==> src/rtl/iir_df1_pkg.sv <==
`default_nettype none

package iir_df1_pkg;

  localparam int unsigned SAMPLE_W   = 12;
  localparam int unsigned OUT_W      = 16;
  localparam int unsigned COEF_W     = 16;
  localparam int unsigned ACC_W      = 40;
  localparam int unsigned CNT_W      = 4;
  localparam int unsigned CFG_IDX_W  = 3;
  localparam int unsigned CFG_DATA_W = 64;
  localparam int unsigned COEF_SCALE = 10000;

  // The divider only needs enough quotient bits to tell saturation apart.
  localparam int unsigned QUOT_W = 17;
  localparam int unsigned REM_W  = 31;

  localparam logic [ACC_W-1:0] MAG_LIMIT = ACC_W'(COEF_SCALE) << QUOT_W;

  // Division by 10000 is a shift by four followed by a multiply with the
  // rounded-up reciprocal of 625, exact for every dividend below 2**DIVD_W.
  localparam int unsigned PRE_SHIFT   = 4;
  localparam int unsigned DIVD_W      = REM_W - PRE_SHIFT;
  localparam int unsigned RECIP_W     = 28;
  localparam int unsigned RECIP_SHIFT = 37;
  localparam int unsigned PROD_W      = DIVD_W + RECIP_W;
  localparam logic [RECIP_W-1:0] RECIP = RECIP_W'(219902326);

  localparam logic [CNT_W-1:0]      NUM_COUNT_RST     = CNT_W'(1);
  localparam logic [CNT_W-1:0]      DEN_COUNT_RST     = CNT_W'(0);
  localparam logic [CFG_DATA_W-1:0] NUM_COEFS_LOW_RST = CFG_DATA_W'(COEF_SCALE);

  typedef logic signed [SAMPLE_W-1:0] sample_t;
  typedef logic signed [OUT_W-1:0]    out_t;
  typedef logic signed [COEF_W-1:0]   coef_t;
  typedef logic signed [ACC_W-1:0]    acc_t;
  typedef logic [CNT_W-1:0]           cnt_t;
  typedef logic [CFG_IDX_W-1:0]       cfg_idx_t;
  typedef logic [CFG_DATA_W-1:0]      cfg_data_t;

  typedef enum logic [CFG_IDX_W-1:0] {
    CFG_NUM_COUNT      = 3'd0,
    CFG_DEN_COUNT      = 3'd1,
    CFG_NUM_COEFS_LOW  = 3'd2,
    CFG_NUM_COEFS_HIGH = 3'd3,
    CFG_DEN_COEFS_LOW  = 3'd4,
    CFG_DEN_COEFS_HIGH = 3'd5
  } cfg_reg_e;

  typedef enum logic [1:0] {
    ST_IDLE,
    ST_CHAIN,
    ST_DIV
  } state_e;

  // Control broadcast from the sequencer to every tap cell.
  typedef struct packed {
    logic load;
    logic shift;
    cnt_t num_cnt;
    cnt_t den_cnt;
  } cell_ctrl_t;

endpackage

`default_nettype wire

==> src/rtl/iir_df1_div.sv <==
`default_nettype none

module iir_df1_div (
  input  wire                 clk_i,
  input  wire                 rst_ni,
  input  wire                 start_i,
  input  iir_df1_pkg::acc_t   acc_i,
  output logic                valid_o,
  output iir_df1_pkg::out_t   quot_o
);
  import iir_df1_pkg::*;

  localparam logic [QUOT_W-1:0] POS_MAX = QUOT_W'(2**(OUT_W-1) - 1);
  localparam logic [QUOT_W-1:0] NEG_MAX = QUOT_W'(2**(OUT_W-1));

  logic              neg_q, neg_d;
  logic [DIVD_W-1:0] divd_q, divd_d;
  logic [PROD_W-1:0] prod_q, prod_d;
  logic              mul_q, mul_d;
  logic              valid_q, valid_d;
  logic [ACC_W-1:0]  mag;
  logic [REM_W-1:0]  mag_pin;
  logic [QUOT_W-1:0] qm;
  logic [QUOT_W-1:0] qm_neg;

  assign mag     = acc_i[ACC_W-1] ? ACC_W'(-acc_i) : ACC_W'(acc_i);
  assign mag_pin = (mag >= MAG_LIMIT) ? REM_W'(MAG_LIMIT - 1'b1) : mag[REM_W-1:0];
  assign qm      = prod_q[RECIP_SHIFT +: QUOT_W];
  assign qm_neg  = ~qm + 1'b1;

  // Two steps: the magnitude is taken, pinned just below MAG_LIMIT and divided
  // by 16, then multiplied by the reciprocal of 625. The quotient is the top of
  // the product and stays until the next start.
  always_comb begin
    neg_d   = neg_q;
    divd_d  = divd_q;
    prod_d  = prod_q;
    mul_d   = start_i;
    valid_d = valid_q;
    if (start_i) begin
      neg_d   = acc_i[ACC_W-1];
      divd_d  = mag_pin[REM_W-1:PRE_SHIFT];
      valid_d = 1'b0;
    end else if (mul_q) begin
      prod_d  = PROD_W'(divd_q) * PROD_W'(RECIP);
      valid_d = 1'b1;
    end
  end

  always_comb begin
    if (neg_q) begin
      quot_o = (qm > NEG_MAX) ? out_t'(NEG_MAX[OUT_W-1:0]) : out_t'(qm_neg[OUT_W-1:0]);
    end else begin
      quot_o = (qm > POS_MAX) ? out_t'(POS_MAX[OUT_W-1:0]) : out_t'(qm[OUT_W-1:0]);
    end
  end

  always_ff @(posedge clk_i or negedge rst_ni) begin
    if (!rst_ni) begin
      mul_q   <= 1'b0;
      valid_q <= 1'b0;
    end else begin
      mul_q   <= mul_d;
      valid_q <= valid_d;
    end
  end

  always_ff @(posedge clk_i) begin
    neg_q  <= neg_d;
    divd_q <= divd_d;
    prod_q <= prod_d;
  end

  assign valid_o = valid_q;

endmodule

`default_nettype wire

==> config.mk <==
export PLATFORM = sky130hd
export DESIGN_NAME = iir_df1_div
export DESIGN_NICKNAME = d
export VERILOG_FILES = /design/src/rtl/iir_df1_pkg.sv /design/src/rtl/iir_df1_div.sv
export SDC_FILE = /design/constraint.sdc
export NUM_CORES = 1
export LEC_CHECK = 0
export BUFFER_PORTS_ARGS = -buffer_cell sky130_fd_sc_hd__buf_2
export CORE_ASPECT_RATIO = 0.75
export CORE_MARGIN = 4
export CORE_UTILIZATION = 50
export CTS_BUF_LIST = sky130_fd_sc_hd__clkbuf_16
export DETAILED_ROUTE_END_ITERATION = 7
export PLACE_DENSITY = 0.69
export SLEW_MARGIN = 0
export SYNTH_ARGS = -nofsm -noshare
export SYNTH_HDL_FRONTEND = slang
export SYNTH_SLANG_ARGS = --single-unit
==> constraint.sdc <==
create_clock -name clk_i -period 6.7 [get_ports clk_i]
set_input_delay 0 -clock clk_i [delete_from_list [all_inputs] [get_ports clk_i]]
set_output_delay 0 -clock clk_i [all_outputs]
set_load 0.005 [all_outputs]
Yosys cells after proc, flatten, opt, wreduce, memory -nomap -nowiden

Cells that the tools add are included.

Bits in registers: 83
Input bits: 43
Output and inout bits: 17
Logic and storage cells: 21

Add/subtract/negate cells: 2
$mul: 1
$lt $le $gt $ge: 3
Muxes and demuxes: 6
Bitwise logic cells: 2
Reduce and logical (&&, ||, !) cells: 2

Operators with widths:

| kind                                                                                  | number |
|---|---|
| 27-bit by 27-bit multiplier with 53-bit output, second input constant                 | 1 |
| 16-bit two-way mux                                                                    | 3 |
| 40-bit by 31-bit greater-or-equal comparator with 1-bit output, second input constant | 1 |
| 40-bit two-way mux                                                                    | 1 |
| 40-bit negator                                                                        | 1 |
| 17-bit by 15-bit greater-than comparator with 1-bit output, second input constant     | 1 |
| 17-bit by 16-bit greater-than comparator with 1-bit output, second input constant     | 1 |
| 16-bit by 1-bit adder with 16-bit output, second input constant                       | 1 |
| 16-bit NOT                                                                            | 1 |
| 1-bit two-way mux                                                                     | 2 |
| 2-bit AND reduction                                                                   | 1 |
| 2-bit nonzero test                                                                    | 1 |
| 1-bit NOT                                                                             | 1 |

Longest topological paths before layout

Depth after elaboration: 4
Mapped depth: 23
Gate-level depth less buffers: 22

Worst setup path before layout

Ideal clock, no wire load.

Kind: register to register
From: reg divd_q[7]
To: reg prod_q[53], data pin
Library setup time: 260 ps
Data arrival time: 6,182 ps
Data required time: 6,440 ps
Path slack: 258 ps
Cell stages (with the launch flop): 21
Path buffers: 0
Period minus slack after synthesis: 6,442 ps
Cells stage by stage: edfxtp_1 > ha_1 > fa_1 > inv_1 > fa_1 > fa_1 > fa_1 > inv_1 > fa_1 > inv_1 > fa_1 > inv_1 > ha_1 > a21oi_1 > o21bai_1 > nor4_1 > a311oi_1 > a2111oi_0 > o31ai_1 > a21oi_1 > xnor2_1

Cells in the longest elaborated chain, start to end: 1

Ends and longest elaborated chain:

| what                                           | RTL line          | RTL |
|---|---|---|
| start, declared                                | iir_df1_div.sv:17 | `logic [DIVD_W-1:0] divd_q, divd_d;` |
| start signal, assigned                         | iir_df1_div.sv:70 | `divd_q <= divd_d;` |
| 27-bit by 27-bit multiplier with 53-bit output | iir_df1_div.sv:45 | `prod_d = PROD_W'(divd_q) * PROD_W'(RECIP);` |
| end signal, assigned                           | iir_df1_div.sv:71 | `prod_q <= prod_d;` |
| end, declared                                  | iir_df1_div.sv:18 | `logic [PROD_W-1:0] prod_q, prod_d;` |

Every way passes these cells.
A chain may end at the register's enable or synchronous reset.

Final worst setup path

From: reg divd_q[9]
To: reg prod_q[47], data pin

Same word-level chain as after synthesis.

==> key figures <==
Logic synthesis
  • Syn nets: 2288
  • Share of the synthesized area in the top cell type: 0.398
  • Fraction of the yosys area taken by sequential cells: 0.0868
  • Cell count after synthesis: 1658
  • Count of cell types in the netlist: 65
  • Count of flip-flops with a built-in enable after synthesis: 45
  • Largest area contributor in the netlist: fa_1
  • Biggest area contributors in the synthesized netlist: fa_1 40%, ha_1 21%, inv_1 12%, edfxtp_1 8.4%, xor2_1 1.6%
  • Share of async-settable or async-resettable flops after synthesis: 0.0426
  • Synthesized area per cell: 9.74 sq um
  • Synthesized cell area: 16100 sq um
  • Number of synthesis warnings: 0
  • Total of flip-flops plus latches after synthesis: 47
  • Flip-flop cell with the highest count after synthesis: edfxtp_1

Place
  • Placer's final routability congestion estimate: slightly below 1
  • HPWL after DPL: 39.5 mm
  • IO buf count: 59

GRT
  • Antenna violations before repair: 0
  • Pin count of the biggest net entering global routing: 42
  • Aggregate global routing overflow: 0
  • Vias in the first global route: around 12000
  • Wire length of the first global-routing pass: a little under 70 mm
  • GRT Total Usage: 0.256

Cells and area
  • Syn-to-layout area delta: 13.4%
  • Filler instances: 2767
  • Antenna cell count: 0
  • Share of layout cells above drive strength 1: 0.143
  • Most common cell after layout, fill and taps aside: inv_1
  • Top library cells by usage in the layout, fill and taps aside: 535 x inv_1, 318 x fa_1, 253 x ha_1, 132 x buf_4, 64 x nand2_1
  • Nets: 2471

Worst setup path
  • Critical path peak fanout: 4
  • Longest individual stage delay on the worst path: 0.56 ns
  • Endpoint class of the critical path: flop
  • Endpoint arrival time on the critical path: 6.56 ns
  • Most frequent cell on the critical path: fa_1
  • Type of the setup path with the least slack: reg2reg
  • Sequence of cells on the critical path: ha_2 > buf_4 > ha_1 > inv_1 > fa_1 > inv_1 > fa_1 > fa_1 > fa_1 > inv_1 > fa_1 > inv_1 > ha_1 > nand4_1 > buf_4 > nor4_4 > nand4_1 > a211oi_2 > a2111oi_2 > buf_4 > o21ai_2 > a21oi_1 > xnor2_1
  • Largest delay share family, worst path: adder cells
  • Required time of the critical path: ~6.8 ns
  • Crit start category: flop
  • Crit path buffers/inverters: 7
  • Slowest cell on crit path: fa_1

STA
  • Post-layout minimum cycle time: 6.48 ns
  • Unrepaired setup endpoints after global routing: yes
  • Worst slack on hold paths: 0.0138 ns
  • Final hold violation count: 0
  • Ratio of final minimum period to clock period: 0.967
  • Setup violations, final: 0
  • Worst setup skew after layout: 0.0186 ns
  • Final max-slew violation count: 0
  • Slew at the pin closest to its max-slew limit: 1.05 ns
  • Slew HR: 0.296
  • Highest clock frequency the design can meet: between 150 and 200 MHz

Routing
  • Average wire per cell in the routed design: 19.4 um
  • First-pass iteration count of the detailed router: 5
  • Via-per-instance ratio: 5.31
  • Number of DRC markers after the initial detailed-route iteration: 833
  • Post-route antenna net violation count: 0
  • Via count: around 12000
  • # DRC: 0
  • Routed wire length: 43.7 mm

Clock tree
  • Max H-tree Level: 2
  • Clock latency of the later-clocked register in the worst-skew pair: 0.33 ns
  • Worst-case clock buffer depth: 2
  • Number of buffers inserted during clock tree synthesis: 5
  • Clock Sinks: 47
  • Reg clk slew, reported paths: 0.08 ns
  • Clock tree from TritonCTS: yes
  • Clk Tree Root Cell: clkbuf_16

Floorplan
  • Die outline height: about 160 um
  • X dimension of the die: 215 um
  • Core footprint: 31500 sq um
  • Number of primary I/O pins: 60
  • Cell Rows: 56
  • Initial cell density of the core: 0.512
  • Total Die Area: 35300 sq um

Status
  • Run status: finished clean

Min path
  • Kind of path behind the tightest hold check: in2reg

Flow run
  • Max-cap check violation count: 0
-- cells by family (layout without fill, tap and decap cells) --
family | count (synthesis) | count (layout) | synth area share
buffers and inverters | 554 | 738 | 0.130
xor gates and xnor gates | 52 | 52 | 0.0282
and+or+nand+nor | 240 | 240 | 0.0784
muxes | 1 | 1 | 0.000620
adders and majority gates | 587 | 587 | 0.604
AOI/OAI and AO/OA | 177 | 177 | 0.0718
DFF | 47 | 47 | 0.0868
-- synth_stat cells (5+ instances only) --
master    number
inv_1        534
fa_1         321
ha_1         266
nand2_1       64
o21ai_0       48
edfxtp_1      45
a21oi_1       43
nor2_1        41
xor2_1        29
nand3_1       25
xnor2_1       23
nand4_1       18
nor3_1        18
clkbuf_1      16
or3_1         15
a21o_1        12
nand2_2       10
o311ai_0      10
a211oi_1       8
and2_1         8
or4_1          7
nand2b_1       6
a31oi_1        5
o211ai_1       5
o22ai_1        5
o41ai_1        5
-- metrics by stage --
stage / instances / instance area [sq um] / utilization / worst slack (ns) / TNS, ns
floorplan: 1658 / 16100 / - / 0.258 / 0
global placement: 2218 / 17700 / 0.562 / -0.200 / -0.304
detailed placement: 2218 / 17700 / 0.562 / -0.269 / -0.463
CTS: 2233 / 17900 / 0.569 / 0.000148 / 0
global route: 2248 / 18300 / 0.580 / -0.0408 / -0.0807
finish: 2248 / 18300 / 0.580 / 0.222 / 0
-- worst min-delay path, cell delays in order --
cell	delay, ns
buf_2	0.10
xor2_1	0.07
nand2_2	0.06
-- flip-flops by register name, summed over array words and instances, names as in the netlist --
signal	count
prod_q	17
divd_q	27
neg_q	1
valid_o	1
mul_q	1
-- worst paths after layout --
| kind | slack [ns] | cells past startpoint | end | from |
|---|---|---|---|---|
| max | 0.22 | 23 | prod_q[47]$_DFFE_PP_ | divd_q[9]$_SDFFCE_PP1P_ |
| max reg2reg | 0.22 | 23 | prod_q[47]$_DFFE_PP_ | divd_q[9]$_SDFFCE_PP1P_ |
| min reg2reg | 0.50 | 2 | valid_o$_DFFE_PN0P_ | mul_q$_DFF_PN0_ |
| max in group asynchronous | 6.03 | 3 | valid_o$_DFFE_PN0P_ | rst_ni |
| min | 0.01 | 3 | divd_q[7]$_SDFFCE_PP1P_ | acc_i[11] |
| min in group asynchronous | 0.55 | 3 | mul_q$_DFF_PN0_ | rst_ni |
-- layer usage --
| layer | part of all wire | routed length (um) | global-route usage |
|---|---|---|---|
| met5 | 0 | 0 | 0 |
| met4 | 0.017 | 750 | 0.0433 |
| met3 | 0.10 | 4410 | 0.0757 |
| met2 | 0.41 | 17900 | 0.374 |
| met1 | 0.47 | 20600 | 0.384 |
-- layout make-up --
type,instances,area (sq um),area share
clock buffers,5,125,0.00684
multi-input cells,1057,12900,0.705
inverters,534,2000,0.110
flip-flops and latches,47,1400,0.0766
well taps,406,508,0.0278
clock inverters,3,20.0,0.00109
repair buffers,196,1340,0.0731
-- what timing repair did --
| item | in CTS | in global routing |
|---|---|---|
| pin swaps | 0 | 20 |
| buffers inserted | 3 | 15 |
| hold endpoints to repair | 4 | 0 |
| endpoints found under the setup margin | 3 | 12 |
| resized for setup | 7 | 41 |
| hold buffers | 4 | 0 |
Power is left out: the tool's default activity adds up to more than one toggle a clock period on the data nets, which glitch-free logic cannot reach.
