`src/rtl/iir_df1_pkg.sv`:
```
`default_nettype none

package iir_df1_pkg;

  localparam int unsigned SAMPLE_W   = 12;
  localparam int unsigned OUT_W      = 16;
  localparam int unsigned COEF_W     = 16;
  localparam int unsigned ACC_W      = 40;
  localparam int unsigned CNT_W      = 4;
  localparam int unsigned CFG_IDX_W  = 3;
  localparam int unsigned CFG_DATA_W = 64;
  localparam int unsigned COEF_SCALE = 10000;

  // The divider only needs enough quotient bits to tell saturation apart.
  localparam int unsigned QUOT_W = 17;
  localparam int unsigned REM_W  = 31;

  localparam logic [ACC_W-1:0] MAG_LIMIT = ACC_W'(COEF_SCALE) << QUOT_W;

  // Division by 10000 is a shift by four followed by a multiply with the
  // rounded-up reciprocal of 625, exact for every dividend below 2**DIVD_W.
  localparam int unsigned PRE_SHIFT   = 4;
  localparam int unsigned DIVD_W      = REM_W - PRE_SHIFT;
  localparam int unsigned RECIP_W     = 28;
  localparam int unsigned RECIP_SHIFT = 37;
  localparam int unsigned PROD_W      = DIVD_W + RECIP_W;
  localparam logic [RECIP_W-1:0] RECIP = RECIP_W'(219902326);

  localparam logic [CNT_W-1:0]      NUM_COUNT_RST     = CNT_W'(1);
  localparam logic [CNT_W-1:0]      DEN_COUNT_RST     = CNT_W'(0);
  localparam logic [CFG_DATA_W-1:0] NUM_COEFS_LOW_RST = CFG_DATA_W'(COEF_SCALE);

  typedef logic signed [SAMPLE_W-1:0] sample_t;
  typedef logic signed [OUT_W-1:0]    out_t;
  typedef logic signed [COEF_W-1:0]   coef_t;
  typedef logic signed [ACC_W-1:0]    acc_t;
  typedef logic [CNT_W-1:0]           cnt_t;
  typedef logic [CFG_IDX_W-1:0]       cfg_idx_t;
  typedef logic [CFG_DATA_W-1:0]      cfg_data_t;

  typedef enum logic [CFG_IDX_W-1:0] {
    CFG_NUM_COUNT      = 3'd0,
    CFG_DEN_COUNT      = 3'd1,
    CFG_NUM_COEFS_LOW  = 3'd2,
    CFG_NUM_COEFS_HIGH = 3'd3,
    CFG_DEN_COEFS_LOW  = 3'd4,
    CFG_DEN_COEFS_HIGH = 3'd5
  } cfg_reg_e;

  typedef enum logic [1:0] {
    ST_IDLE,
    ST_CHAIN,
    ST_DIV
  } state_e;

  // Control broadcast from the sequencer to every tap cell.
  typedef struct packed {
    logic load;
    logic shift;
    cnt_t num_cnt;
    cnt_t den_cnt;
  } cell_ctrl_t;

endpackage

`default_nettype wire

```
`src/rtl/iir_df1_cell.sv`:
```
`default_nettype none

module iir_df1_cell #(
  parameter int unsigned IDX   = 0,
  parameter bit          HAS_X = 1'b1,
  parameter bit          HAS_Y = 1'b1
) (
  input  wire                      clk_i,
  input  wire                      rst_ni,
  input  iir_df1_pkg::cell_ctrl_t  ctrl_i,
  input  wire                      tok_i,
  input  iir_df1_pkg::acc_t        psum_i,
  input  iir_df1_pkg::sample_t     x_i,
  input  iir_df1_pkg::out_t        y_i,
  input  iir_df1_pkg::coef_t       b_i,
  input  iir_df1_pkg::coef_t       a_i,
  output logic                     tok_o,
  output iir_df1_pkg::acc_t        psum_o,
  output iir_df1_pkg::sample_t     x_o,
  output iir_df1_pkg::out_t        y_o
);
  import iir_df1_pkg::*;

  localparam cnt_t MY_IDX = CNT_W'(IDX);

  acc_t term_x, term_y;
  logic tok_q;
  acc_t psum_q;

  generate
    if (HAS_X) begin : g_x
      sample_t x_q;
      logic signed [SAMPLE_W+COEF_W-1:0] prod_x;

      assign prod_x = x_q * b_i;
      assign term_x = (MY_IDX < ctrl_i.num_cnt)
                    ? {{(ACC_W-SAMPLE_W-COEF_W){prod_x[SAMPLE_W+COEF_W-1]}}, prod_x}
                    : '0;
      assign x_o = x_q;

      // Tap zero always holds the newest sample; the older taps move along
      // only across the span of taps in use.
      always_ff @(posedge clk_i or negedge rst_ni) begin
        if (!rst_ni) begin
          x_q <= '0;
        end else if (IDX == 0) begin
          if (ctrl_i.load) begin
            x_q <= x_i;
          end
        end else if (ctrl_i.shift && (MY_IDX < ctrl_i.num_cnt)) begin
          x_q <= x_i;
        end
      end
    end else begin : g_no_x
      assign term_x = '0;
      assign x_o    = '0;
    end

    if (HAS_Y) begin : g_y
      out_t y_q;
      logic signed [OUT_W+COEF_W-1:0] prod_y;

      assign prod_y = y_q * a_i;
      assign term_y = (MY_IDX < ctrl_i.den_cnt)
                    ? {{(ACC_W-OUT_W-COEF_W){prod_y[OUT_W+COEF_W-1]}}, prod_y}
                    : '0;
      assign y_o = y_q;

      // Tap zero takes every new output, even with no feedback taps in use.
      always_ff @(posedge clk_i or negedge rst_ni) begin
        if (!rst_ni) begin
          y_q <= '0;
        end else if (ctrl_i.shift && ((IDX == 0) || (MY_IDX < ctrl_i.den_cnt))) begin
          y_q <= y_i;
        end
      end
    end else begin : g_no_y
      assign term_y = '0;
      assign y_o    = '0;
    end
  endgenerate

  always_ff @(posedge clk_i or negedge rst_ni) begin
    if (!rst_ni) begin
      tok_q <= 1'b0;
    end else begin
      tok_q <= tok_i;
    end
  end

  always_ff @(posedge clk_i) begin
    if (tok_i) begin
      psum_q <= psum_i + term_x - term_y;
    end
  end

  assign tok_o  = tok_q;
  assign psum_o = psum_q;

endmodule

`default_nettype wire

```
`config.mk`:
```
export PLATFORM = sky130hd
export DESIGN_NAME = iir_df1_cell
export DESIGN_NICKNAME = d
export VERILOG_FILES = /design/src/rtl/iir_df1_pkg.sv /design/src/rtl/iir_df1_cell.sv
export SDC_FILE = /design/constraint.sdc
export NUM_CORES = 1
export LEC_CHECK = 0
export ABC_AREA = 0
export BUFFER_PORTS_ARGS = -buffer_cell sky130_fd_sc_hd__buf_2
export CAP_MARGIN = 20
export CORE_AREA = 3 3 243 245
export CTS_CLUSTER_DIAMETER = 40
export CTS_CLUSTER_SIZE = 20
export DETAILED_ROUTE_END_ITERATION = 8
export DIE_AREA = 0 0 246 248
export HOLD_SLACK_MARGIN = 0.02
export PLACE_DENSITY = 0.56
export RECOVER_POWER = 100
export SYNTH_ARGS = -nofsm -noshare
export SYNTH_HDL_FRONTEND = slang
export SYNTH_SLANG_ARGS = --single-unit
```
`constraint.sdc`:
```
create_clock -name clk_i -period 16.1 [get_ports clk_i]
set_clock_uncertainty 0.2 [all_clocks]
set_input_delay 0.805 -clock clk_i [delete_from_list [all_inputs] [get_ports clk_i]]
set_output_delay 0.805 -clock clk_i [all_outputs]
set_load 0.02 [all_outputs]
```
# Yosys cells after proc, flatten, opt, wreduce, memory -nomap -nowiden
# Index checks and enable logic that the tools add are counted.
[totals]
register_bits = 69
input_bits = 113
[op_classes]
addsub = 2
multipliers = 2
magnitude_cmp = 2
n_mux = 2
[ops]
columns = ["operator", "n"]
rows = [
  ["two-way mux 40 bit", 2],
  ["adder 40 bit", 1],
  ["subtractor 40 bit", 1],
  ["multiplier 16 x 16 -> 32 bit", 1],
  ["multiplier 12 x 16 -> 28 bit", 1],
  ["less-than comparator 1 x 4 -> 1 bit, first input constant", 2],
]

# Logic depth before layout (Yosys ltp)
# Gate-level depths: netlist of the first run.
[depth]
depth_word = 4
ltp_mapped = 37
depth_no_buf = 36

# Worst setup path after synthesis of the first run
# OpenSTA, ideal clock, no wires.
[synth_path]
path_type = "input-to-reg"
start = "input port a_i[7]"
end = "register psum_q[34], in the netlist psum_o[34] (data pin)"
arrival_ps = 8874
required_time_ps = 15634
slack_ps = 6760
stages = 37
n_path_buf = 1
path_cell_list = "clkbuf_1 > nand2_1 > fa_1 > inv_1 > fa_1 > inv_1 > fa_1 > inv_1 > fa_1 > fa_1 > inv_1 > fa_1 > inv_1 > ha_1 > and3_1 > a221o_1 > nor2_2 > a21boi_2 > a41o_1 > a21oi_1 > o21bai_1 > a21oi_1 > xor2_1 > nor2_1 > fa_1 > inv_1 > ha_1 > and3_1 > and2_1 > a221oi_2 > o21ai_1 > and2_1 > or3b_1 > nand2b_1 > nand2_1 > a2111oi_2 > nor3b_1"
[synth_between]
elab_chain_len = 3
[synth_rtl]
columns = ["item", "line", "text"]
rows = [
  ["start: declaration", "iir_df1_cell.sv:16", "input iir_df1_pkg::coef_t a_i,"],
  ["multiplier 16 x 16 -> 32 bit", "iir_df1_cell.sv:63", "assign prod_y = y_q * a_i;"],
  ["two-way mux 40 bit", "iir_df1_cell.sv:65", "? {{(ACC_W-OUT_W-COEF_W){prod_y[OUT_W+COEF_W-1]}}, prod_y}"],
  ["subtractor 40 bit", "iir_df1_cell.sv:93", "psum_q <= psum_i + term_x - term_y;"],
  ["end signal: assignment", "iir_df1_cell.sv:93", ""],
  ["end: declaration", "iir_df1_cell.sv:28", "acc_t psum_q;"],
]
# No other way between the ends.
# A chain may end at the register's enable or synchronous reset.

# Final worst setup path of the first run
[layout_path]
start = "register g_y.y_q[15], in the netlist y_o[15]"
end = "register psum_q[37], in the netlist psum_o[37] (data pin)"
[layout_between]
elab_chain_len = 3
[layout_rtl]
columns = ["item", "line", "text"]
rows = [
  ["start: declaration", "iir_df1_cell.sv:60", "out_t y_q;"],
  ["start signal: assignment", "iir_df1_cell.sv:74", "y_q <= y_i;"],
  ["multiplier 16 x 16 -> 32 bit", "iir_df1_cell.sv:63", ""],
  ["two-way mux 40 bit", "iir_df1_cell.sv:65", ""],
  ["subtractor 40 bit", "iir_df1_cell.sv:93", ""],
]
# No other way between the ends.

==> impl_metrics.tcl, run 1 <==
set metrics [dict create \
    ff2ff_path_depth 31 \
    nets 3300 \
    antenna_found_initial 1 \
    port_buffers 181 \
    finalWorstSetupSlack_ps 5580 \
    grt_setup_unrepaired "false" \
    gp_congestion 0.855 \
    cpLargestDelayFamily "adder cells" \
    synth_edf_count 40 \
    yosysMostFrequentCell "inv_1" \
    tns_ps 0 \
    ys.flop_type "edfxtp_1" \
    hp-class "in -> reg" \
    max_slew.worst_pin.slew_ps 2370 \
    clock-root-buffer "clkbuf_16" \
    rows 88 \
    cp-start-kind "flop" \
    gr-total-overflow 0 \
    status "finished with violations" \
    violations "capacitance limit, slew limit" \
    cts_sinks 69 \
    critPathCaptureType "flop" \
    fin_crit_ps 10520 \
    max_stage_delay_ps 890 \
    reg2reg_slack_ps 5580 \
    synth_area_leaders "fa_1, inv_1, ha_1" \
    syn_inst 2409 \
    syn_to_final_growth_pct 8.08 \
    post_cts_buffers 0 \
    crit_type "reg -> reg" \
    grt_pass1_wl_um 92500 \
    finalCritPeriodShare_pct 65.3 \
    pin_count 182 \
    crit_fanout 18 \
    cts_buffer_depth 2 \
    die_w_um 246 \
    drive_gt1_share_pct 6.87 \
    crit_arrival_ps 10450 \
    cp_slowest_cell "fa_1" \
    crit_path_frequent_cell "fa_1" \
    die_area_mm2 0.0610 \
    fill_cells 5789 \
    setup_viol_count_final 0 \
    required_ps 16040 \
    hold_end "x_o[11]" \
    drc 0 \
    rr_endpoint "psum_o[37]" \
    netlist_area_mm2 0.0222 \
    top_usage_layer "met2" \
    hold_start "x_i[11]" \
    place_hpwl_um 47500 \
    yosysTopAreaCell "fa_1" \
    max_cap_violations 2 \
    grt_max_degree 42 \
    path_buf_inv 4 \
    cts_tree "built" \
    cts_hold_buf 0 \
    grtUsageTotal_pct 19.4 \
    synthArstFlopShare_pct 42.0 \
    ys_top_cells_by_count "inv_1, fa_1, nand2_1" \
    r2r-start "y_o[15]" \
    max-slew-margin-rel_pct -58.2 \
    drtIter0Drc 711 \
    wirelength_um 55800 \
    finalHoldViolCount 0 \
    die_h_um 248 \
    ys_types 67 \
    worst_hold_slack_ps 431 \
    met3_usage_pct 2.06 \
    ctsResizeCount 0 \
    drt-pass1-iter-count 5 \
    drtAntennaViolNets 0 \
    coreArea_mm2 0.0574 \
    avgSynthCellArea_um2 9.22 \
    ys_warn_count 0 \
    vias 15900 \
    numCtsBuffers 9 \
    synth_top_area_share_pct 43.2 \
    pre_cts_slack_ps 5850 \
    initial_utilization_pct 38.7 \
    cts.clk_slew.worst_paths_ps 80 \
    final_max_slew_viol_count 72 \
    yosysSeqAreaShare_pct 8.68 \
    htree_levels 3 \
    ys_ff_latch 69 \
    wire_per_inst_um 16.9 \
    synth_fp_nets 3182 \
    grtUsageMet2_pct 33.5 \
    clk_latency_ps 390 \
    holdPathStages 3 \
    fmax_mhz 95.1 \
    grt_pass1_vias 17500 \
    via_per_inst 4.83 \
    crit_cells 31 \
    gr-usage-met1_pct 25.7 \
]
[registers in the layout, summed over array words and instances, names as in the netlist]
register  count
psum_o       40
tok_o         1
x_o          12
y_o          16
[worst min-delay path: stages]
cell	delay (ps)
buf_2	80
nand2_1	40
o21ai_0	60
[logic make-up (layout without fill, tap and decap cells)]
| family | Yosys count | after routing | share of synthesized area (%) |
|---|---|---|---|
| AND/OR/NAND/NOR | 641 | 641 | 14.1 |
| buffers and inverters | 693 | 816 | 11.7 |
| other | 0 | 1 | 0 |
| adder cells (fa/ha/maj) | 660 | 660 | 53.4 |
| AO/OA/AOI/OAI | 219 | 219 | 6.75 |
| XOR/XNOR | 100 | 100 | 3.98 |
| multiplexers | 27 | 27 | 1.37 |
| flip-flops | 69 | 69 | 8.68 |
[how the worst max path moves through the flow]
stage | startpoint | endpoint
floorplan | a_i[7] | psum_o[34]
global placement | a_i[7] | psum_o[38]
detailed placement | a_i[1] | psum_o[37]
CTS | y_o[15] | psum_o[37]
global route | y_o[15] | psum_o[37]
finish | y_o[15] | psum_o[37]
[cell usage in the layout (no fill, tap or decap), drive strengths merged, types with 4 or more instances in the layout]
cell type,instances
edfxtp,40
a221o,4
inv,616
nand2,291
xnor2,65
a211oi,9
o21a,15
fa,479
or2,6
and2,186
a2111oi,4
dfrtp,29
or4,4
nor3,5
ha,181
o21bai,9
a21o,39
buf,113
o21ai,48
nand2b,32
or3,4
xor2,35
nor2,60
nand4,4
clkbuf,83
mux2,27
a31oi,7
nor2b,13
nand3,18
and3,7
a21oi,60
[cell type report]
class	count	area, um^2	share of cell area [%]
multi-input combinational	1647	17600	73.5
inverter	613	2300	9.59
sequential	69	1930	8.03
tap	765	957	3.99
timing repair buffer	187	848	3.53
clock buffer	9	225	0.938
clock inverter	7	104	0.433
antenna	1	2.50	0.0104
[routing by layer]
| layer | share of wire [%] | up-vias |
|---|---|---|
| met1 | 44 | 8129 |
| met2 | 50 | 289 |
| met5 | 0 | - |
| met3 | 3.4 | 74 |
| met4 | 3.0 | 0 |
| li1 | - | 7426 |
[per-stage QoR]
stage	util (%)	area, um^2	cells
2_1_floorplan	-	22200	2409
3_3_place_gp	41.5	23800	3281
3_5_place_dp	41.5	23800	3281
4_1_cts	42.1	24200	3297
5_1_grt	41.8	24000	3298
6_report	41.8	24000	3298
Power of run 1 is not shown: default switching activity piles up to over one toggle a cycle in this logic, so the estimate is an artifact.
==> run 2, diff against run 1 <==
--- a/config.mk
+++ b/config.mk
@@ -5,14 +5,14 @@
 export SDC_FILE = /design/constraint.sdc
 export NUM_CORES = 1
 export LEC_CHECK = 0
-export ABC_AREA = 0
+export ABC_AREA = 1
 export BUFFER_PORTS_ARGS = -buffer_cell sky130_fd_sc_hd__buf_2
 export CAP_MARGIN = 20
-export CORE_AREA = 3 3 243 245
+export CORE_AREA = 3 3 251 253
 export CTS_CLUSTER_DIAMETER = 40
 export CTS_CLUSTER_SIZE = 20
 export DETAILED_ROUTE_END_ITERATION = 8
-export DIE_AREA = 0 0 246 248
+export DIE_AREA = 0 0 254 256
 export HOLD_SLACK_MARGIN = 0.02
 export PLACE_DENSITY = 0.56
 export RECOVER_POWER = 100
==> constraint.sdc (replaced) <==
create_clock -name clk_i -period 11 [get_ports clk_i]
set_clock_uncertainty 0.2 [all_clocks]
set_input_delay 0.55 -clock clk_i [delete_from_list [all_inputs] [get_ports clk_i]]
set_output_delay 0.55 -clock clk_i [all_outputs]
set_load 0.02 [all_outputs]
==> run 2 against run 1 <==
Net effect:
- the run still ends with capacitance limit, slew limit left
- sequential share of layout area shrank 0.46 points
- largest cell class unchanged
- count of clock-buffer cells in the layout did not move
- flip-flop and latch count is the same
- synthesized cell count is 26% higher
- critical path depth stayed put
- global-route usage increased by 1.1 points
- critical path type unchanged
- non-clock buffer count is 3 higher
- critical endpoint is now psum_o[30]
- worst hold slack lost 270 ps
- via count rose by 17%
- maximum frequency grew 15%
==> impl_metrics.tcl, run 2 <==
set metrics [dict create \
    status "finished with violations" \
    violations "capacitance limit, slew limit" \
    drtAntennaViolNets 0 \
    max_slew.worst_pin.slew_ps 2190 \
    cts_tree "built" \
    cts.clk_slew.worst_paths_ps 80 \
    crit_type "reg -> reg" \
    ys_types 50 \
    hp-class "in -> reg" \
    final_common_cell "inv_1" \
    setup_viol_count_final 0 \
    yosysMostFrequentCell "inv_1" \
    finalWorstSetupSlack_ps 1860 \
    port_buffers 181 \
    postPlaceCellArea_mm2 0.0253 \
    post_cts_buffers 0 \
    ys_warn_count 0 \
    cts_sinks 69 \
    htree_levels 3 \
    drc 0 \
    crit_fanout 18 \
    ys_top_cells_by_count "inv_1, nand2_1, fa_1" \
    drt-pass1-iter-count 5 \
    critPathCaptureType "flop" \
    final_cell_mix "inv_1, nand2_1, fa_1" \
    initial_utilization_pct 38.8 \
    syn_to_final_growth_pct 7.15 \
    netlist_area_mm2 0.0238 \
    max-slew-margin-rel_pct -46.1 \
    fill_cells 6431 \
    synth_edf_count 40 \
    tns_ps 0 \
    fmax_mhz 109 \
    regArea_mm2 0.00193 \
    clock-root-buffer "clkbuf_16" \
    gp_congestion 0.919 \
    place_hpwl_um 53500 \
    finalInstanceArea_mm2 0.0255 \
    ys.flop_type "edfxtp_1" \
    grt_max_degree 42 \
    die_h_um 256 \
    cpLargestDelayFamily "adder cells" \
    grtUsageTotal_pct 20.5 \
    multiInputGateArea_mm2 0.0180 \
    die_area_mm2 0.0650 \
    clk_latency_ps 390 \
    nets 3897 \
    numCtsBuffers 9 \
    ys_ff_latch 69 \
    pin_count 182 \
    diodes 0 \
    cts_buffer_depth 2 \
    largest_reg_flops 40 \
    finalHoldViolCount 0 \
    via_per_inst 4.73 \
    wire_per_inst_um 16.0 \
    drtIter0Drc 1127 \
    final_max_slew_viol_count 59 \
    rows 91 \
    max_cap_violations 2 \
    grt_setup_unrepaired "false" \
    drive_gt1_share_pct 6.87 \
    synth_fp_nets 3807 \
    utilization_pct 41.6 \
    syn_inst 3034 \
    finalCritPeriodShare_pct 83.1 \
    cp-start-kind "flop" \
    max_stage_delay_ps 910 \
    crit_arrival_ps 9140 \
    grt_pass1_wl_um 105000 \
    cp_slowest_cell "dfrtp_1" \
    die_w_um 254 \
    antenna_found_initial 0 \
    wirelength_um 62900 \
    yosysTopAreaCell "fa_1" \
    pre_cts_slack_ps 2030 \
    path_buf_inv 2 \
    grt_pass1_vias 19800 \
    vias 18600 \
    synth_top_area_share_pct 40.3 \
    fin_crit_ps 9140 \
    required_ps 10990 \
    synth_area_leaders "fa_1, inv_1, nand2_1" \
    yosysSeqAreaShare_pct 8.10 \
    synthArstFlopShare_pct 42.0 \
    avgSynthCellArea_um2 7.84 \
    coreArea_mm2 0.0613 \
    gr-total-overflow 0 \
]
run 2: worst register-to-register path: cells and delay by family, from the launching register on:
| kind | cells | cell delay, ps |
|---|---|---|
| AOI/OAI and AO/OA | 3 | 660 |
| xor gates and xnor gates | 2 | 460 |
| DFF | 1 | 910 |
| buffers and inverters | 2 | 110 |
| and+or+nand+nor | 15 | 2330 |
| adders and majority gates | 9 | 4280 |
run 2: path summary, 6_finish.rpt:
| kind | from | end | slack [ps] | depth (start not counted) |
|---|---|---|---|---|
| max in group asynchronous | rst_ni | x_o[1] | 7940 | 3 |
| min in group asynchronous | rst_ni | y_o[4] | 670 | 2 |
| setup / recovery | y_o[8] | psum_o[30] | 1860 | 31 |
| hold reg to reg | y_o[6] | y_o[6] | 660 | 1 |
| setup reg to reg | y_o[8] | psum_o[30] | 1860 | 31 |
| hold / removal | y_i[14] | y_o[14] | 160 | 3 |
run 2: kinds of logic after synthesis:
family / Yosys count / share of synthesized area [%]
buffers and inverters: 1013 / 16.0
and+or+nand+nor: 954 / 16.6
muxes: 23 / 1.09
AOI/OAI and AO/OA: 256 / 6.17
DFF: 69 / 8.10
adders and majority gates: 660 / 49.9
xor gates and xnor gates: 59 / 2.17
run 2: what timing repair did:
item                                    CTS  global route
endpoints found under the setup margin    0             0
hold buffers                              0             1
gates resized for setup                   0             0
hold endpoints to repair                  0            13
run 2: final cells by class:
type | count | share of cell area, %
repair buffers | 190 | 3.41
clock buffers | 9 | 0.884
well taps | 790 | 3.88
clock inverters | 7 | 0.413
multi-input cells | 1952 | 70.6
flip-flops and latches | 69 | 7.56
inverters | 902 | 13.3
run 2: per-layer routing:
metal	share of wire (%)	wire length, um	vias up	track usage, %
li1	-	-	8959	-
met1	45	28400	9134	28.2
met2	49	30600	408	34.8
met3	4.8	3010	49	2.64
met4	1.5	915	0	3.82
met5	0	0	-	0
run 2: metrics by stage:
| stage | cells | hold WS, ps |
|---|---|---|
| floorplan | 3034 | 54.4 |
| global placement | 3901 | 553 |
| detailed placement | 3901 | 561 |
| CTS | 3917 | 136 |
| global route | 3919 | 173 |
| finish | 3919 | 161 |
Power of run 2 is left out for the same reason.
==> run 3, diff against run 2 <==
--- a/config.mk
+++ b/config.mk
@@ -14,7 +14,7 @@
 export DETAILED_ROUTE_END_ITERATION = 8
 export DIE_AREA = 0 0 254 256
 export HOLD_SLACK_MARGIN = 0.02
-export PLACE_DENSITY = 0.56
+export PLACE_DENSITY = 0.58
 export RECOVER_POWER = 100
 export SYNTH_ARGS = -nofsm -noshare
 export SYNTH_HDL_FRONTEND = slang
==> constraint.sdc (replaced) <==
create_clock -name clk_i -period 7.5 [get_ports clk_i]
set_clock_uncertainty 0.2 [all_clocks]
set_input_delay 0.375 -clock clk_i [delete_from_list [all_inputs] [get_ports clk_i]]
set_output_delay 0.375 -clock clk_i [all_outputs]
set_load 0.02 [all_outputs]
==> run 3 against run 2 <==
Net effect:
- the flow finishes with violations (capacitance limit, slew limit, setup timing)
- global-route usage is 0.98 points higher
- critical path type unchanged
- worst hold slack worse by 120 ps
- non-clock buffer count is 445 higher
- maximum frequency is 16% higher
- critical path depth is 4 higher
- critical endpoint is now psum_o[36]
- register-to-register slack worse by 2200 ps
==> impl_metrics.tcl, run 3 (synthesis results as in run 2) <==
set metrics [dict create \
    diodes 0 \
    finalCritPeriodShare_pct 105 \
    wire_per_inst_um 15.5 \
    max-slew-margin-rel_pct -49.7 \
    largest_reg_flops 40 \
    die_area_mm2 0.0650 \
    crit_type "reg -> reg" \
    drc 0 \
    drive_gt1_share_pct 28.0 \
    initial_utilization_pct 38.8 \
    die_w_um 254 \
    crit_arrival_ps 7810 \
    grt_setup_unrepaired "true" \
    path_buf_inv 8 \
    postPlaceCellArea_mm2 0.0285 \
    cts_buffer_depth 2 \
    finalInstanceArea_mm2 0.0309 \
    final_max_slew_viol_count 72 \
    numCtsBuffers 9 \
    clk_latency_ps 390 \
    drt-pass1-iter-count 5 \
    cts_sinks 69 \
    fmax_mhz 127 \
    rows 91 \
    htree_levels 3 \
    hold_start "x_i[10]" \
    pin_count 182 \
    grtUsageTotal_pct 21.5 \
    required_ps 7430 \
    port_buffers 181 \
    syn_to_final_growth_pct 30.0 \
    cp_slowest_cell "fa_1" \
    grt_pass1_vias 21600 \
    r2r-start "y_o[5]" \
    worstSetupStartpoint "y_o[5]" \
    max_stage_delay_ps 560 \
    setup_viol_count_final 19 \
    violations "capacitance limit, slew limit, setup timing" \
    gr-total-overflow 0 \
    max_slew.worst_pin.slew_ps 2240 \
    tns_ps -3970 \
    hp-class "in -> reg" \
    finalHoldViolCount 0 \
    cp-start-kind "flop" \
    finalWorstSetupSlack_ps -378 \
    max_cap_violations 2 \
    fin_crit_ps 7880 \
    coreArea_mm2 0.0613 \
    worst_hold_slack_ps 36.0 \
    critPathCaptureType "flop" \
    drtIter0Drc 980 \
    wirelength_um 67400 \
    cts.clk_slew.worst_paths_ps 60 \
    via_per_inst 4.66 \
    die_h_um 256 \
    drtAntennaViolNets 0 \
    clock-root-buffer "clkbuf_16" \
    vias 20300 \
    crit_fanout 5 \
    status "finished with violations" \
    nets 4342 \
    grt_pass1_wl_um 111000 \
    grt_max_degree 42 \
    final_cell_mix "inv_1, nand2_1, fa_1" \
    antenna_found_initial 1 \
    reg2reg_slack_ps -380 \
    cpLargestDelayFamily "adder cells" \
    gp_congestion 0.937 \
    final_common_cell "inv_1" \
    utilization_pct 50.4 \
    place_hpwl_um 57700 \
    cts_tree "built" \
]
==> run 3: cell types whose count changed in the layout (fill, tap and decap cells not counted), sizes merged <==
| cell | before | now |
|---|---|---|
| bufinv | 2 | 1 |
| clkbuf | 85 | 81 |
| clkinv | 0 | 2 |
| inv | 906 | 902 |
| clkinvlp | 1 | 2 |
| buf | 113 | 542 |
| dlygate4sd3 | 1 | 21 |
==> run 3: routing by layer <==
layer  up-vias  part of all wire [%]  routed length [um]  track usage [%]
met3        83                   4.0                2680             2.60
li1       9855                     -                   -                -
met4         2                   2.4                1610             4.81
met1      9965                    42               28400             27.4
met5         -                 0.019                  13                0
met2       429                    51               34700             38.7
==> run 3: per-stage QoR <==
stage                     std cells  setup slack [ps]
after detailed placement       4277              -798
after global routing           4362              -681
after floorplan                3034             -26.0
after CTS                      4340              -328
final                          4362              -378
after global placement         4277              -779
==> run 3: cell type report <==
| class | instances | area (um^2) |
|---|---|---|
| timing repair buffer | 635 | 4560 |
| tap | 790 | 988 |
| clock buffer | 9 | 225 |
| multi-input combinational | 1952 | 19700 |
| sequential | 69 | 1940 |
| fill | 5896 | 30400 |
| inverter | 902 | 3390 |
| clock inverter | 5 | 53.8 |
==> run 3: timing repair <==
| item | 4_1_cts | 5_1_grt |
|---|---|---|
| pin swaps | 95 | 139 |
| buffers inserted | 27 | 24 |
| hold buffers | 21 | 0 |
| gates cloned | 1 | 0 |
| gates resized for setup | 221 | 219 |
| setup endpoints to repair | 26 | 28 |
| endpoints found under the hold margin | 49 | 0 |
==> run 3: path summary, 6_finish.rpt <==
kind,to,depth (start not counted)
max,psum_o[36],35
min,x_o[10],2
max reg2reg,psum_o[36],35
min reg2reg,y_o[0],3
max in group asynchronous,y_o[10],2
min in group asynchronous,y_o[3],2
Power of run 3 is left out for the same reason.
